### src/rtl/command_frame_receiver_top_assert.svh
// Assertion macros for the command frame receiver.
// Used by files that check their own logic; expects aclk and aresetn in scope.
`ifndef COMMAND_FRAME_RECEIVER_TOP_ASSERT_SVH
`define COMMAND_FRAME_RECEIVER_TOP_ASSERT_SVH

// Same-cycle implication, disabled during reset
`define CFR_ASSERT_IMP(lbl, ante, cons, msg) \
    lbl: assert property (@(posedge aclk) disable iff (!aresetn) (ante) |-> (cons)) \
        else $error(msg);

// Next-cycle implication, disabled during reset
`define CFR_ASSERT_NXT(lbl, ante, cons, msg) \
    lbl: assert property (@(posedge aclk) disable iff (!aresetn) (ante) |=> (cons)) \
        else $error(msg);

`endif

### src/rtl/cfr_pkg.sv
// Shared types, constants and the CRC byte update for the command frame receiver.
// No dependencies.
package cfr_pkg;

    localparam int TICK_COUNTER_BITS = 16;
    localparam int STORE_DEPTH       = 7;
    localparam int CFG_ADDR_BITS     = 3;
    localparam int CFG_DATA_BITS     = 16;

    localparam logic [15:0] CRC_INIT = 16'hFFFF;
    localparam logic [15:0] CRC_POLY = 16'h1021;

    // Word kinds
    localparam logic ACT_BYTE = 1'b0;
    localparam logic ACT_TICK = 1'b1;

    // Configuration register indexes
    localparam logic [CFG_ADDR_BITS-1:0] CFG_SYNC_FIRST    = 3'd0;
    localparam logic [CFG_ADDR_BITS-1:0] CFG_SYNC_SECOND   = 3'd1;
    localparam logic [CFG_ADDR_BITS-1:0] CFG_COMMAND_CODE  = 3'd2;
    localparam logic [CFG_ADDR_BITS-1:0] CFG_MAX_LENGTH    = 3'd3;
    localparam logic [CFG_ADDR_BITS-1:0] CFG_TIMEOUT_TICKS = 3'd4;

    // Configuration reset values
    localparam logic [7:0]  SYNC_FIRST_RST    = 8'hAA;
    localparam logic [7:0]  SYNC_SECOND_RST   = 8'h55;
    localparam logic [7:0]  COMMAND_CODE_RST  = 8'h01;
    localparam logic [7:0]  MAX_LENGTH_RST    = 8'd32;
    localparam logic [15:0] TIMEOUT_TICKS_RST = 16'd100;

    localparam logic [7:0] STORE_LENGTH = 8'(STORE_DEPTH);
    localparam logic [7:0] POS_MAX      = 8'hFF;

    typedef struct packed {
        logic       action;
        logic [7:0] rx_byte;
    } cfr_in_t;

    typedef struct packed {
        logic signed [15:0] force_res;
        logic [15:0]        force_limit;
        logic [15:0]        loop_gain;
        logic [7:0]         mode_command;
    } cfr_out_t;

    // Parser states, one-hot
    typedef enum logic [7:0] {
        ST_SYNC1   = 8'b0000_0001,
        ST_SYNC2   = 8'b0000_0010,
        ST_LEN     = 8'b0000_0100,
        ST_SEQ     = 8'b0000_1000,
        ST_CMD     = 8'b0001_0000,
        ST_PAYLOAD = 8'b0010_0000,
        ST_CRC_LO  = 8'b0100_0000,
        ST_CRC_HI  = 8'b1000_0000
    } cfr_state_t;

    // CRC-16 update over one byte, MSB first, poly 0x1021
    function automatic logic [15:0] crc_byte(input logic [15:0] crc_in,
                                             input logic [7:0]  data);
        logic [15:0] crc;
        crc = crc_in ^ {data, 8'h00};
        for (int i = 0; i < 8; i++) begin
            if (crc[15]) begin
                crc = {crc[14:0], 1'b0} ^ CRC_POLY;
            end else begin
                crc = {crc[14:0], 1'b0};
            end
        end
        return crc;
    endfunction

endpackage

### src/rtl/cfr_in_reg.sv
// Input register of the command frame receiver: holds one word for the parser.
// Depends on cfr_pkg.
module cfr_in_reg
    import cfr_pkg::*;
(
    input  logic    aclk,
    input  logic    aresetn,
    input  logic    s_valid,
    output logic    s_ready,
    input  cfr_in_t s_word,
    input  logic    take,
    output logic    q_valid,
    output cfr_in_t q_word
);

    logic    valid_reg;
    logic    valid_next;
    cfr_in_t word_reg;

    // Free when empty or when the held word moves on this cycle
    assign s_ready    = !valid_reg || take;
    assign valid_next = s_valid ? 1'b1 : (take ? 1'b0 : valid_reg);

    always_ff @(posedge aclk) begin
        if (!aresetn) begin
            valid_reg <= 1'b0;
        end else begin
            valid_reg <= valid_next;
        end
    end

    always_ff @(posedge aclk) begin
        if (s_valid && s_ready) begin
            word_reg <= s_word;
        end
    end

    assign q_valid = valid_reg;
    assign q_word  = word_reg;

endmodule

### src/rtl/cfr_out_reg.sv
// Result register of the command frame receiver.
// Depends on cfr_pkg.
module cfr_out_reg
    import cfr_pkg::*;
(
    input  logic     aclk,
    input  logic     aresetn,
    input  logic     load,
    input  cfr_out_t load_word,
    output logic     free,
    output logic     m_valid,
    input  logic     m_ready,
    output cfr_out_t m_word
);

    logic     valid_reg;
    logic     valid_next;
    cfr_out_t word_reg;

    // Can take a result when empty or being drained
    assign free       = !valid_reg || m_ready;
    assign valid_next = load ? 1'b1 : (m_ready ? 1'b0 : valid_reg);

    always_ff @(posedge aclk) begin
        if (!aresetn) begin
            valid_reg <= 1'b0;
        end else begin
            valid_reg <= valid_next;
        end
    end

    always_ff @(posedge aclk) begin
        if (load) begin
            word_reg <= load_word;
        end
    end

    assign m_valid = valid_reg;
    assign m_word  = word_reg;

endmodule

### src/rtl/cfr_parser.sv
// Frame parser: config registers, sync/length/command tracking, CRC, payload
// store and idle tick counter. Depends on cfr_pkg and the assertion macros.
`include "command_frame_receiver_top_assert.svh"

module cfr_parser
    import cfr_pkg::*;
(
    input  logic                     aclk,
    input  logic                     aresetn,
    input  logic                     cfg_we,
    input  logic [CFG_ADDR_BITS-1:0] cfg_addr,
    input  logic [CFG_DATA_BITS-1:0] cfg_wdata,
    input  logic                     step,
    input  cfr_in_t                  word,
    output logic                     res_valid,
    output cfr_out_t                 res_word
);

    // Configuration
    logic [7:0]  sync_first_reg;
    logic [7:0]  sync_second_reg;
    logic [7:0]  command_code_reg;
    logic [7:0]  max_length_reg;
    logic [15:0] timeout_ticks_reg;

    // Parser state
    cfr_state_t                   state_reg, state_next;
    logic [7:0]                   len_reg, len_next;
    logic [7:0]                   cmd_reg, cmd_next;
    logic [7:0]                   pos_reg, pos_next;
    logic [15:0]                  crc_reg, crc_next;
    logic [7:0]                   crc_lo_reg, crc_lo_next;
    logic [TICK_COUNTER_BITS-1:0] idle_reg, idle_next;
    logic [7:0]                   store_reg [STORE_DEPTH];

    logic [7:0]                   b;
    logic [7:0]                   pos_inc;
    logic [TICK_COUNTER_BITS-1:0] idle_inc;
    logic                         store_we;
    logic                         frame_ok;

    assign b        = word.rx_byte;
    assign pos_inc  = (pos_reg != POS_MAX) ? pos_reg + 8'd1 : pos_reg;
    assign idle_inc = (idle_reg != {TICK_COUNTER_BITS{1'b1}})
                      ? idle_reg + TICK_COUNTER_BITS'(1) : idle_reg;
    assign frame_ok = ({b, crc_lo_reg} == crc_reg) && (cmd_reg == command_code_reg)
                      && (len_reg == STORE_LENGTH);

    // Configuration writes
    always_ff @(posedge aclk) begin
        if (!aresetn) begin
            sync_first_reg    <= SYNC_FIRST_RST;
            sync_second_reg   <= SYNC_SECOND_RST;
            command_code_reg  <= COMMAND_CODE_RST;
            max_length_reg    <= MAX_LENGTH_RST;
            timeout_ticks_reg <= TIMEOUT_TICKS_RST;
        end else if (cfg_we) begin
            unique case (cfg_addr)
                CFG_SYNC_FIRST:    sync_first_reg    <= cfg_wdata[7:0];
                CFG_SYNC_SECOND:   sync_second_reg   <= cfg_wdata[7:0];
                CFG_COMMAND_CODE:  command_code_reg  <= cfg_wdata[7:0];
                CFG_MAX_LENGTH:    max_length_reg    <= cfg_wdata[7:0];
                CFG_TIMEOUT_TICKS: timeout_ticks_reg <= cfg_wdata[15:0];
                default: ;
            endcase
        end
    end

    // Next-state logic for one word
    always_comb begin
        state_next  = state_reg;
        len_next    = len_reg;
        cmd_next    = cmd_reg;
        pos_next    = pos_reg;
        crc_next    = crc_reg;
        crc_lo_next = crc_lo_reg;
        idle_next   = idle_reg;
        store_we    = 1'b0;
        res_valid   = 1'b0;
        if (step) begin
            if (word.action == ACT_TICK) begin
                // idle tick: saturating count, abandon a stale partial frame
                idle_next = idle_inc;
                if (state_reg != ST_SYNC1 && 32'(idle_inc) > 32'(timeout_ticks_reg)) begin
                    state_next = ST_SYNC1;
                    pos_next   = 8'd0;
                end
            end else begin
                idle_next = '0;
                unique case (state_reg)
                    ST_SYNC1: begin
                        if (b == sync_first_reg) begin
                            state_next = ST_SYNC2;
                        end
                    end
                    ST_SYNC2: begin
                        priority if (b == sync_second_reg) begin
                            state_next = ST_LEN;
                        end else if (b != sync_first_reg) begin
                            state_next = ST_SYNC1;
                        end else begin
                            state_next = ST_SYNC2;
                        end
                    end
                    ST_LEN: begin
                        if (b > max_length_reg) begin
                            state_next = ST_SYNC1;
                            pos_next   = 8'd0;
                        end else begin
                            len_next   = b;
                            state_next = ST_SEQ;
                        end
                    end
                    ST_SEQ: begin
                        state_next = ST_CMD;
                    end
                    ST_CMD: begin
                        cmd_next   = b;
                        pos_next   = 8'd0;
                        crc_next   = CRC_INIT;
                        state_next = (len_reg != 8'd0) ? ST_PAYLOAD : ST_CRC_LO;
                    end
                    ST_PAYLOAD: begin
                        crc_next = crc_byte(crc_reg, b);
                        store_we = (pos_reg < STORE_LENGTH);
                        pos_next = pos_inc;
                        if (pos_inc >= len_reg) begin
                            state_next = ST_CRC_LO;
                        end
                    end
                    ST_CRC_LO: begin
                        crc_lo_next = b;
                        state_next  = ST_CRC_HI;
                    end
                    ST_CRC_HI: begin
                        state_next = ST_SYNC1;
                        pos_next   = 8'd0;
                        res_valid  = frame_ok;
                    end
                    default: begin
                        state_next = ST_SYNC1;
                        pos_next   = 8'd0;
                    end
                endcase
            end
        end
    end

    // Control state
    always_ff @(posedge aclk) begin
        if (!aresetn) begin
            state_reg  <= ST_SYNC1;
            len_reg    <= 8'd0;
            cmd_reg    <= 8'd0;
            pos_reg    <= 8'd0;
            crc_reg    <= CRC_INIT;
            crc_lo_reg <= 8'd0;
            idle_reg   <= '0;
        end else begin
            state_reg  <= state_next;
            len_reg    <= len_next;
            cmd_reg    <= cmd_next;
            pos_reg    <= pos_next;
            crc_reg    <= crc_next;
            crc_lo_reg <= crc_lo_next;
            idle_reg   <= idle_next;
        end
    end

    // Payload store, first seven bytes only
    always_ff @(posedge aclk) begin
        if (store_we) begin
            store_reg[pos_reg[2:0]] <= b;
        end
    end

    // Little-endian field decode
    assign res_word.force_res    = $signed({store_reg[1], store_reg[0]});
    assign res_word.force_limit  = {store_reg[3], store_reg[2]};
    assign res_word.loop_gain    = {store_reg[5], store_reg[4]};
    assign res_word.mode_command = store_reg[6];

    `CFR_ASSERT_IMP(a_res_only_crc_hi, res_valid,
        step && state_reg == ST_CRC_HI && word.action == ACT_BYTE,
        "result outside CRC high byte")
    `CFR_ASSERT_NXT(a_crc_hi_resets, step && word.action == ACT_BYTE && state_reg == ST_CRC_HI,
        state_reg == ST_SYNC1 && pos_reg == 8'd0,
        "parser not reset after CRC high byte")
    `CFR_ASSERT_IMP(a_pos_in_payload, state_reg == ST_PAYLOAD,
        pos_reg < len_reg,
        "payload position past length")
    `CFR_ASSERT_NXT(a_byte_clears_idle, step && word.action == ACT_BYTE,
        idle_reg == '0,
        "idle count not cleared by byte")

endmodule

### src/rtl/command_frame_receiver_top.sv
// A word held in the input register steps the parser; a good frame's result is
// loaded into the result register. One word per cycle while the result register
// can take a result; it drains while the next word is taken.
// Reset (aresetn low, synchronous): parser waits for first sync, idle count zero,
// config back to defaults, both registers empty; the payload store is not cleared.
// Top level of the command frame receiver; depends on cfr_pkg, cfr_in_reg,
// cfr_parser and cfr_out_reg.
module command_frame_receiver_top
    import cfr_pkg::*;
(
    input  logic                     aclk,
    input  logic                     aresetn,
    input  logic                     cfg_we,
    input  logic [CFG_ADDR_BITS-1:0] cfg_addr,
    input  logic [CFG_DATA_BITS-1:0] cfg_wdata,
    input  logic                     s_valid,
    output logic                     s_ready,
    input  cfr_in_t                  s_word,
    output logic                     m_valid,
    input  logic                     m_ready,
    output cfr_out_t                 m_word
);

    logic     q_valid;
    cfr_in_t  q_word;
    logic     out_free;
    logic     step;
    logic     res_valid;
    cfr_out_t res_word;

    // Parser advances when a word is held and the result register can take one
    assign step = q_valid && out_free;

    cfr_in_reg u_in (
        .aclk    (aclk),
        .aresetn (aresetn),
        .s_valid (s_valid),
        .s_ready (s_ready),
        .s_word  (s_word),
        .take    (step),
        .q_valid (q_valid),
        .q_word  (q_word)
    );

    cfr_parser u_parser (
        .aclk      (aclk),
        .aresetn   (aresetn),
        .cfg_we    (cfg_we),
        .cfg_addr  (cfg_addr),
        .cfg_wdata (cfg_wdata),
        .step      (step),
        .word      (q_word),
        .res_valid (res_valid),
        .res_word  (res_word)
    );

    cfr_out_reg u_out (
        .aclk      (aclk),
        .aresetn   (aresetn),
        .load      (res_valid),
        .load_word (res_word),
        .free      (out_free),
        .m_valid   (m_valid),
        .m_ready   (m_ready),
        .m_word    (m_word)
    );

endmodule

### config.mk
export PLATFORM = sky130hd
export DESIGN_NAME = command_frame_receiver_top
export DESIGN_NICKNAME = d
export VERILOG_FILES = /design/src/rtl/cfr_pkg.sv /design/src/rtl/cfr_in_reg.sv /design/src/rtl/cfr_out_reg.sv /design/src/rtl/cfr_parser.sv /design/src/rtl/command_frame_receiver_top.sv
export VERILOG_INCLUDE_DIRS = /design/src /design/src/rtl
export SDC_FILE = /design/constraint.sdc
export NUM_CORES = 1
export LEC_CHECK = 0
export BUFFER_PORTS_ARGS = -buffer_cell sky130_fd_sc_hd__buf_2
export CORE_AREA = 2 2 178 128
export DETAILED_ROUTE_END_ITERATION = 10
export DIE_AREA = 0 0 180 130
export PLACE_DENSITY_LB_ADDON = 0.08
export SETUP_SLACK_MARGIN = 0.5
export SYNTH_ARGS = -nofsm -noshare
export SYNTH_HDL_FRONTEND = slang
export SYNTH_SLANG_ARGS = --single-unit
### constraint.sdc
create_clock -name aclk -period 22.9 [get_ports aclk]
set_input_delay 1.145 -clock aclk [delete_from_list [all_inputs] [get_ports aclk]]
set_output_delay 1.145 -clock aclk [all_outputs]
set_load 0.005 [all_outputs]
==> impl_metrics.yaml, run 1 <==
setup_path:
  cp_slowest_stage_delay_ps: 500
  cpMostUsedCell: "nand3_1"
  cp_slowest_cell: "and3_1"
  crit_chain: "ha_1, nand3_1, nor2_1, nand3_1, nand3_1, xnor2_1, ha_1, a21oi_1, o21a_1, o221ai_1, a211o_1, and3_1, mux2i_1"
  rrSetupSlack_ps: 19050
  cp_max_fo: 10
  cp.required_ps: 23340
  endpoint_kind: "flip-flop"
  crit_type: "flip-flop to flip-flop"
  worst_setup_path_start_kind: "flip-flop"
  cp.arrival_ps: 4290
timing:
  tightestPinTransition_ps: 1144
  fmax_ghz: 0.2601
  rsz0062_at_grt: "no"
  period_needed_ps: 3845
  drv_slew: 0
  hold_viol: 0
  skew_ps: 8.200
  setup_viol: 0
  tns_ps: 0
  period_share_pct: 16.79
  relSlewSlack_pct: 23.57
placed_design:
  place_congestion: 0.8218
  dp_hpwl_um: 16300
  placed_cell_area_um2: 11410
  port_buffers: 90
floorplanning:
  dieArea_um2: 23400
  fp.dieH_um: 130
  ios: 91
  num_rows: 46
  coreArea_um2: 21930
  die_x_um: 180
  initial_core_util_pct: 48.57
grt:
  grt-ovfl-total: 0
  grt_max_degree: 95
  grt.total_usage_pct: 20.79
  use_met3_pct: 2.986
  grt_util_met2_pct: 30.36
  grt.busiest_layer: "met1"
  grt_pass1_vias: 6816
  met1_usage_pct: 32.72
  grt_first_pass_wirelength_um: 38460
  antenna_found_initial: 0
cts:
  numClockSinks: 243
  cts_tree: "yes"
  htreeDepth: 1
  clk_pin_slew_ps: 70
  cts-root-buf: "clkbuf_16"
  clk_latency_ps: 510
  numCtsBuffers: 24
  post_cts_resized: 0
  cts_buffer_depth: 3
  post_cts_buffers: 0
  holdBufCountCts: 0
synthesis:
  synth_edf_count: 121
  yosysSeqAreaShare_pct: 57.04
  avgSynthCellArea_um2: 10.95
  synth-async-reset-ratio_pct: 0
  syn-cell-area_um2: 10650
  synth_cell_types: 61
  synth_fp_nets: 1040
  yosys_most_used_dff: "dfxtp_1"
  synth_warnings: 0
  postSynthCellCount: 973
  postSynthRegisterBits: 243
layout:
  fill_cells: 1928
  final_cell_mix: "169 x nand2_1, 122 x dfxtp_1, 121 x edfxtp_1"
  nNetsFinal: 1126
  multi_input_area_um2: 4268
  final_common_cell: "nand2_1"
  drive_gt1_share_pct: 14.95
  regArea_um2: 6076
  post-route-cell-area_um2: 12260
  antenna_cells: 0
  syn_to_final_growth_pct: 15.06
power_and_ir_drop:
  power_leakage_nw: 4.383
  peakVddDrop_uv: 54.95
  powerDensity_nw_per_um2: 75.78
drt:
  vias_per_cell: 5.345
  drtAntennaViolNets: 0
  wl_per_cell_um: 17.93
  drtIter0Drc: 571
  via_count: 7296
  routed_wl_um: 24480
  drt_first_pass_iters: 7
  drc: 0
run:
  maxCapViolCount: 0
status:
  status: "finished, final reports clean"
hold_path:
  hp-class: "flip-flop to flip-flop"
[metrics by stage]
| stage | setup slack (ps) | std cells | utilization [%] | hold WS (ps) | power (mW) |
|---|---|---|---|---|---|
| floorplan | 15130 | 973 | - | 400.3 | 0.4988 |
| global placement | 19060 | 1321 | 52.03 | 400.4 | 0.5174 |
| detailed placement | 18950 | 1321 | 52.03 | 404.5 | 0.5176 |
| CTS | 19120 | 1365 | 55.89 | 413.9 | 0.9368 |
| global route | 18770 | 1365 | 55.89 | 417.2 | 0.9585 |
| finish | 19050 | 1365 | 55.89 | 414.9 | 0.9287 |
[Yosys cell counts, types with 8 or more instances]
| library cell | count | share of area (%) |
|---|---|---|
| a21boi_0 | 38 | 2.7 |
| a21oi_1 | 19 | 0.89 |
| clkbuf_1 | 41 | 1.4 |
| dfxtp_1 | 122 | 23 |
| edfxtp_1 | 121 | 34 |
| ha_1 | 34 | 4.0 |
| inv_1 | 39 | 1.4 |
| mux2i_1 | 37 | 3.5 |
| nand2_1 | 169 | 6.0 |
| nand2b_1 | 8 | 0.47 |
| nand3_1 | 42 | 2.0 |
| nand4_1 | 18 | 1.1 |
| nor2_1 | 29 | 1.0 |
| nor2b_1 | 35 | 2.1 |
| nor3_1 | 10 | 0.47 |
| nor4_1 | 10 | 0.59 |
| o211ai_1 | 10 | 0.70 |
| o21a_1 | 8 | 0.56 |
| o21ai_0 | 10 | 0.47 |
| o22ai_1 | 17 | 1.0 |
| xnor2_1 | 44 | 3.6 |
| xor2_1 | 28 | 2.3 |
[worst max-delay path: cells and delay by family (launching register included)]
| family | cells | cell delay [ps] |
|---|---|---|
| fa+ha+maj | 2 | 540 |
| compound gates | 4 | 700 |
| flops | 1 | 410 |
| simple gates | 5 | 1790 |
| mux | 1 | 240 |
| xor+xnor | 1 | 110 |
[logic make-up after synthesis]
| group | count (synthesis) | share of synthesized area, % |
|---|---|---|
| buffers and inverters | 83 | 2.948 |
| xor gates and xnor gates | 72 | 5.920 |
| muxes | 43 | 4.111 |
| and+or+nand+nor | 369 | 17.50 |
| AOI/OAI and AO/OA | 129 | 8.481 |
| DFF | 243 | 57.04 |
| adders and majority gates | 34 | 3.994 |
[metal layers]
metal	up-vias	part of all wire (%)
met5	-	0
met4	0	1.7
met3	30	5.4
met2	195	42
met1	3471	51
li1	3600	-
[power breakdown]
part | internal, mW | leakage [nW] | switching [mW] | total, mW
combinational | 0.0163 | 1.91 | 0.0310 | 0.0472
clock | 0.255 | 0.397 | 0.165 | 0.420
sequential | 0.459 | 2.08 | 0.00248 | 0.461
[path summary, 6_finish.rpt]
| kind | from | to | depth (start not counted) |
|---|---|---|---|
| worst max-delay path | u_parser.idle_reg[0] | u_parser.pos_reg[5] | 13 |
| worst min register to register | u_parser.store_reg[4][1] | m_word[9] | 0 |
| worst min-delay path | u_parser.store_reg[4][1] | m_word[9] | 0 |
| worst max register to register | u_parser.idle_reg[0] | u_parser.pos_reg[5] | 13 |
[final cells by class]
cell class / instances / share of cell area, %
tap: 288 / 2.940
clock inverter: 17 / 1.746
clock buffer: 27 / 5.166
timing repair buffer: 104 / 4.553
multi-input combinational: 647 / 34.82
inverter: 39 / 1.194
sequential: 243 / 49.58
Power figures use the tool's default switching activity.
==> run 2: changes to the inputs <==
==> constraint.sdc (replaced) <==
create_clock -name aclk -period 3.1 [get_ports aclk]
set_input_delay 0.155 -clock aclk [delete_from_list [all_inputs] [get_ports aclk]]
set_output_delay 0.155 -clock aclk [all_outputs]
set_load 0.005 [all_outputs]
==> impl_metrics.yaml, run 2 (synthesis gave the netlist of run 1 again) <==
layout:
  final_common_cell: "nand2_1"
  syn_to_final_growth_pct: 25.82
  drive_gt1_share_pct: 24.51
  post-route-cell-area_um2: 13400
  fin_cells: 1452
  final_cell_mix: "168 x nand2_1, 121 x edfxtp_1, 108 x dfxtp_1"
  nNetsFinal: 1213
  fin_util_pct: 61.11
power_and_ir_drop:
  power_leakage_nw: 4.924
  internal_power_mw: 5.328
  clkPwrFrac_pct: 44.1
  finalPower_mw: 6.848
  powerDensity_nw_per_um2: 511.0
  seqPwrFrac_pct: 50.0
  p_comb_share_pct: 6.0
  power_switching_mw: 1.520
  swShare_pct: 22.19
  peakVddDrop_uv: 388.5
drt:
  via_count: 7724
  drtAntennaViolNets: 0
  routed_wl_um: 26500
  wl_per_cell_um: 18.25
  vias_per_cell: 5.320
  drtIter0Drc: 702
  drc: 0
  drt_first_pass_iters: 5
setup_path:
  cp.required_ps: 3510
  cpLargestDelayFamily: "simple AND/OR/NAND/NOR gates"
  cp_slowest_cell: "xnor2_1"
  crit_type: "flip-flop to flip-flop"
  cp_slowest_stage_delay_ps: 340
  reg2reg_from: "u_parser.idle_reg[7]"
  cp.arrival_ps: 3350
  startpoint: "u_parser.idle_reg[7]"
  worst_setup_path_start_kind: "flip-flop"
  cpMostUsedCell: "nand2_1"
  crit_chain: "and4_4, and3_4, buf_6, nand3_1, nand2_1, xnor2_1, ha_1, nand2_1, o21a_1, o221ai_2, a211o_1, o211ai_4, mux2_4"
  critical_path_cell_count: 13
  cp_max_fo: 4
  endpoint_kind: "flip-flop"
  reg2reg_depth: 13
  path_buf_inv: 1
status:
  status: "finished, final reports clean"
grt:
  grt.total_usage_pct: 22.52
  grt_first_pass_wirelength_um: 41020
  antenna_found_initial: 0
  grt_max_degree: 70
  grt_pass1_vias: 7061
  grt-ovfl-total: 0
floorplanning:
  fp.dieH_um: 130
  num_rows: 46
  initial_core_util_pct: 48.57
  coreArea_um2: 21930
  dieArea_um2: 23400
  ios: 91
  die_x_um: 180
run:
  maxCapViolCount: 0
timing:
  fmax_ghz: 0.3400
  drv_slew: 0
  skew_ps: 12.58
  hold_viol: 0
  tightestPinTransition_ps: 682.0
  setup_viol: 0
  relSlewSlack_pct: 54.53
  rsz0062_at_grt: "yes"
  setup_slack_ps: 158.6
  period_share_pct: 94.88
  finalHoldWorstSlack_ps: 37.75
  period_needed_ps: 2941
  tns_ps: 0
placed_design:
  placed_cells: 1361
  pre_cts_ws_ps: 5.270
  placed_cell_area_um2: 11860
  dp_hpwl_um: 17690
  port_buffers: 90
  place_congestion: 0.8710
cts:
  clk_pin_slew_ps: 70
  htreeDepth: 1
  clk_latency_ps: 520
  numClockSinks: 243
  cts-root-buf: "clkbuf_16"
  cts_buffer_depth: 3
  cts_tree: "yes"
  numCtsBuffers: 24
hold_path:
  hp-class: "primary input to flip-flop"
  min_from: "aresetn"
  whs_path_depth: 2
==> run 2: cell types whose count changed in the layout (fill, tap and decap cells not counted), sizes merged <==
| cell | before | now |
|---|---|---|
| dlygate4sd3 | 0 | 27 |
| diode | 0 | 1 |
| buf | 104 | 164 |
| bufinv | 5 | 3 |
| inv | 39 | 42 |
| clkbuf | 27 | 28 |
| clkinvlp | 5 | 2 |
==> run 2: path summary, 6_finish.rpt <==
kind              slack, ps                         end
hold reg to reg         420                   m_word[5]
setup reg to reg        160       u_parser.state_reg[0]
hold / removal           40  u_parser.max_length_reg[5]
setup / recovery        160       u_parser.state_reg[0]
==> run 2: per-layer routing <==
metal  GRT usage (%)  part of all wire [%]  vias up
met5               0                     0        -
met4           4.256                   1.1        0
met3           3.935                   5.9       20
met2           31.73                    41      210
met1           36.10                    52     3693
li1                -                     -     3801
==> run 2: area by class of cell <==
cell class	instances	area (um^2)
Antenna cell	1	2.502
Tap cell	288	360.3
Fill cell	1775	8527
Timing Repair Buffer	191	1364
Sequential cell	243	6098
Inverter	39	146.4
Clock inverter	15	160.2
Clock buffer	28	656.9
Multi-Input combinational cell	647	4613
==> run 2: worst reg2reg max path: stages, from the launching register on <==
cell and delay, ps:
dfxtp_2 320, and4_4 200, and3_4 190, buf_6 130, nand3_1 110, nand2_1 90
xnor2_1 340, ha_1 310, nand2_1 120, o21a_1 150, o221ai_2 80, a211o_1 320
o211ai_4 140, mux2_4 320
==> run 2: what timing repair did <==
item | in CTS | in global routing
hold buffers | 27 | 0
hold endpoints to repair | 59 | 0
setup endpoints to repair | 26 | 108
buffers inserted | 10 | 10
resized for setup | 40 | 28
pin swaps | 13 | 12
==> run 2: power by group through the flow <==
| stage | combinational, mW | sequential, mW | clock (mW) |
|---|---|---|---|
| 3_5_place_dp | 0.336 | 3.50 | 0 |
| 3_3_place_gp | 0.336 | 3.50 | 0 |
| 5_1_grt | 0.444 | 3.42 | 3.20 |
| 6_report | 0.409 | 3.42 | 3.02 |
| 2_1_floorplan | 0.210 | 3.48 | 0 |
| 4_1_cts | 0.373 | 3.43 | 3.07 |
==> run 3: changes to the inputs <==
--- a/config.mk
+++ b/config.mk
@@ -6,12 +6,13 @@
 export SDC_FILE = /design/constraint.sdc
 export NUM_CORES = 1
 export LEC_CHECK = 0
-export BUFFER_PORTS_ARGS = -buffer_cell sky130_fd_sc_hd__buf_2
 export CORE_AREA = 2 2 178 128
 export DETAILED_ROUTE_END_ITERATION = 10
 export DIE_AREA = 0 0 180 130
+export DONT_BUFFER_PORTS = 1
 export PLACE_DENSITY_LB_ADDON = 0.08
 export SETUP_SLACK_MARGIN = 0.5
 export SYNTH_ARGS = -nofsm -noshare
 export SYNTH_HDL_FRONTEND = slang
 export SYNTH_SLANG_ARGS = --single-unit
+export TNS_END_PERCENT = 100
==> impl_metrics.yaml, run 3 (synthesis gave the netlist of run 1 again) <==
setup_path:
  critical_path_cell_count: 12
  reg2reg_depth: 12
  path_buf_inv: 1
  worst_setup_path_start_kind: "flip-flop"
  cp.required_ps: 3500
  cp_slowest_stage_delay_ps: 340
  cp.arrival_ps: 3270
  cp_max_fo: 5
  cp_slowest_cell: "a221o_1"
  endpoint_kind: "flip-flop"
  rrSetupSlack_ps: 230
  crit_type: "flip-flop to flip-flop"
  cpMostUsedCell: "a31oi_4"
  crit_chain: "and4_4, and3_4, buf_6, a31oi_4, a31oi_4, ha_4, a21oi_1, nand2_1, a221o_1, a211o_1, o211ai_4, mux2_4"
  cpLargestDelayFamily: "compound AO/OA/AOI/OAI gates"
cts:
  clk_latency_ps: 520
  htreeDepth: 1
  cts_buffer_depth: 3
  cts-root-buf: "clkbuf_16"
  cts_tree: "yes"
  numClockSinks: 243
  numCtsBuffers: 24
  clk_pin_slew_ps: 70
drt:
  routed_wl_um: 26400
  drtAntennaViolNets: 0
  via_count: 7353
  drc: 0
  drt_first_pass_iters: 5
  drtIter0Drc: 619
  vias_per_cell: 5.363
  wl_per_cell_um: 19.25
floorplanning:
  ios: 91
  fp.dieH_um: 130
  initial_core_util_pct: 48.57
  num_rows: 46
  coreArea_um2: 21930
  dieArea_um2: 23400
  die_x_um: 180
placed_design:
  placed_cells: 1275
  port_buffers: 0
  place_congestion: 0.8594
  dp_hpwl_um: 17040
  pre_cts_ws_ps: -114.5
timing:
  hold_viol: 0
  setup_slack_ps: 229.3
  period_needed_ps: 2871
  skew_ps: 14.57
  drv_slew: 0
  finalHoldWorstSlack_ps: 11.95
  relSlewSlack_pct: 51.10
  period_share_pct: 92.60
  tightestPinTransition_ps: 729.2
  rsz0062_at_grt: "yes"
  fmax_ghz: 0.3483
  setup_viol: 0
layout:
  antenna_cells: 0
  final_common_cell: "nand2_1"
  drive_gt1_share_pct: 20.59
  final_cell_mix: "165 x nand2_1, 121 x edfxtp_1, 110 x dfxtp_1"
  fin_util_pct: 60.39
  syn_to_final_growth_pct: 24.33
  fin_cells: 1371
  nNetsFinal: 1132
run:
  maxCapViolCount: 0
grt:
  antenna_found_initial: 0
  grt_first_pass_wirelength_um: 39930
  grt_max_degree: 135
  grt-ovfl-total: 0
  grt_pass1_vias: 6749
  grt.total_usage_pct: 21.93
power_and_ir_drop:
  peakVddDrop_uv: 370.8
  power_leakage_nw: 4.695
  powerDensity_nw_per_um2: 537.7
status:
  status: "finished, final reports clean"
hold_path:
  hp-class: "primary input to flip-flop"
  whs_path_depth: 4
[run 3: cell types whose count changed in the layout (fill, tap and decap cells not counted), moves of 4 or more]
cell | before | now
buf_2 | 89 | 0
buf_4 | 64 | 71
clkinv_2 | 4 | 0
xnor2_1 | 39 | 35
xnor2_2 | 3 | 8
[run 3: worst register-to-register path: cells and delay by family, from the launching register on]
family          cells  cell delay [ps]
simple gates        3              530
flops               1              330
fa+ha+maj           1              240
buf+inv             1              130
mux                 1              330
compound gates      6             1190
[run 3: metrics by stage]
stage                     TNS, ps  area (um^2)  power, mW
final                           0        13240      7.121
after global routing            0        13240      7.355
after CTS                       0        12890      7.155
after detailed placement   -797.9        11410      3.784
after global placement     -378.1        11410      3.784
after floorplan            -31460        10780      3.689
[run 3: repair_timing]
item,CTS,global route
buffers inserted,8,13
hold buffers,29,0
gates resized for setup,43,49
hold endpoints to repair,131,0
pin swaps,19,28
endpoints found under the setup margin,64,129
cloned,0,2
[run 3: per-layer routing]
| layer | share of wire [%] | vias to the layer above | global-route usage, % | routed length (um) |
|---|---|---|---|---|
| met4 | 1.4 | 0 | 4.448 | 376 |
| met3 | 5.5 | 28 | 3.154 | 1464 |
| li1 | - | 3633 | - | - |
| met2 | 41 | 194 | 30.43 | 10780 |
| met5 | 0 | - | 0 | 0 |
| met1 | 52 | 3498 | 35.86 | 13770 |
[run 3: final cells by class]
type,count,area [um^2]
inverters,39,146.4
well taps,288,360.3
fillers,1820,8686
multi-input cells,647,4743
clock inverters,15,221.5
repair buffers,110,984.7
clock buffers,29,693.2
flip-flops and latches,243,6093
[run 3: path summary, 6_finish.rpt]
path	from	endpoint
max	u_parser.idle_reg[10]	u_parser.state_reg[0]
min	cfg_addr[1]	u_parser.command_code_reg[5]
min reg2reg	u_parser.store_reg[2][4]	m_word[28]
max reg2reg	u_parser.idle_reg[10]	u_parser.state_reg[0]
[run 3: power by group]
group,internal (mW),leakage [nW],switching (mW),total [mW]
logic,0.162,2.18,0.232,0.393
registers,3.39,2.09,0.0293,3.42
clock network,2.03,0.433,1.29,3.31
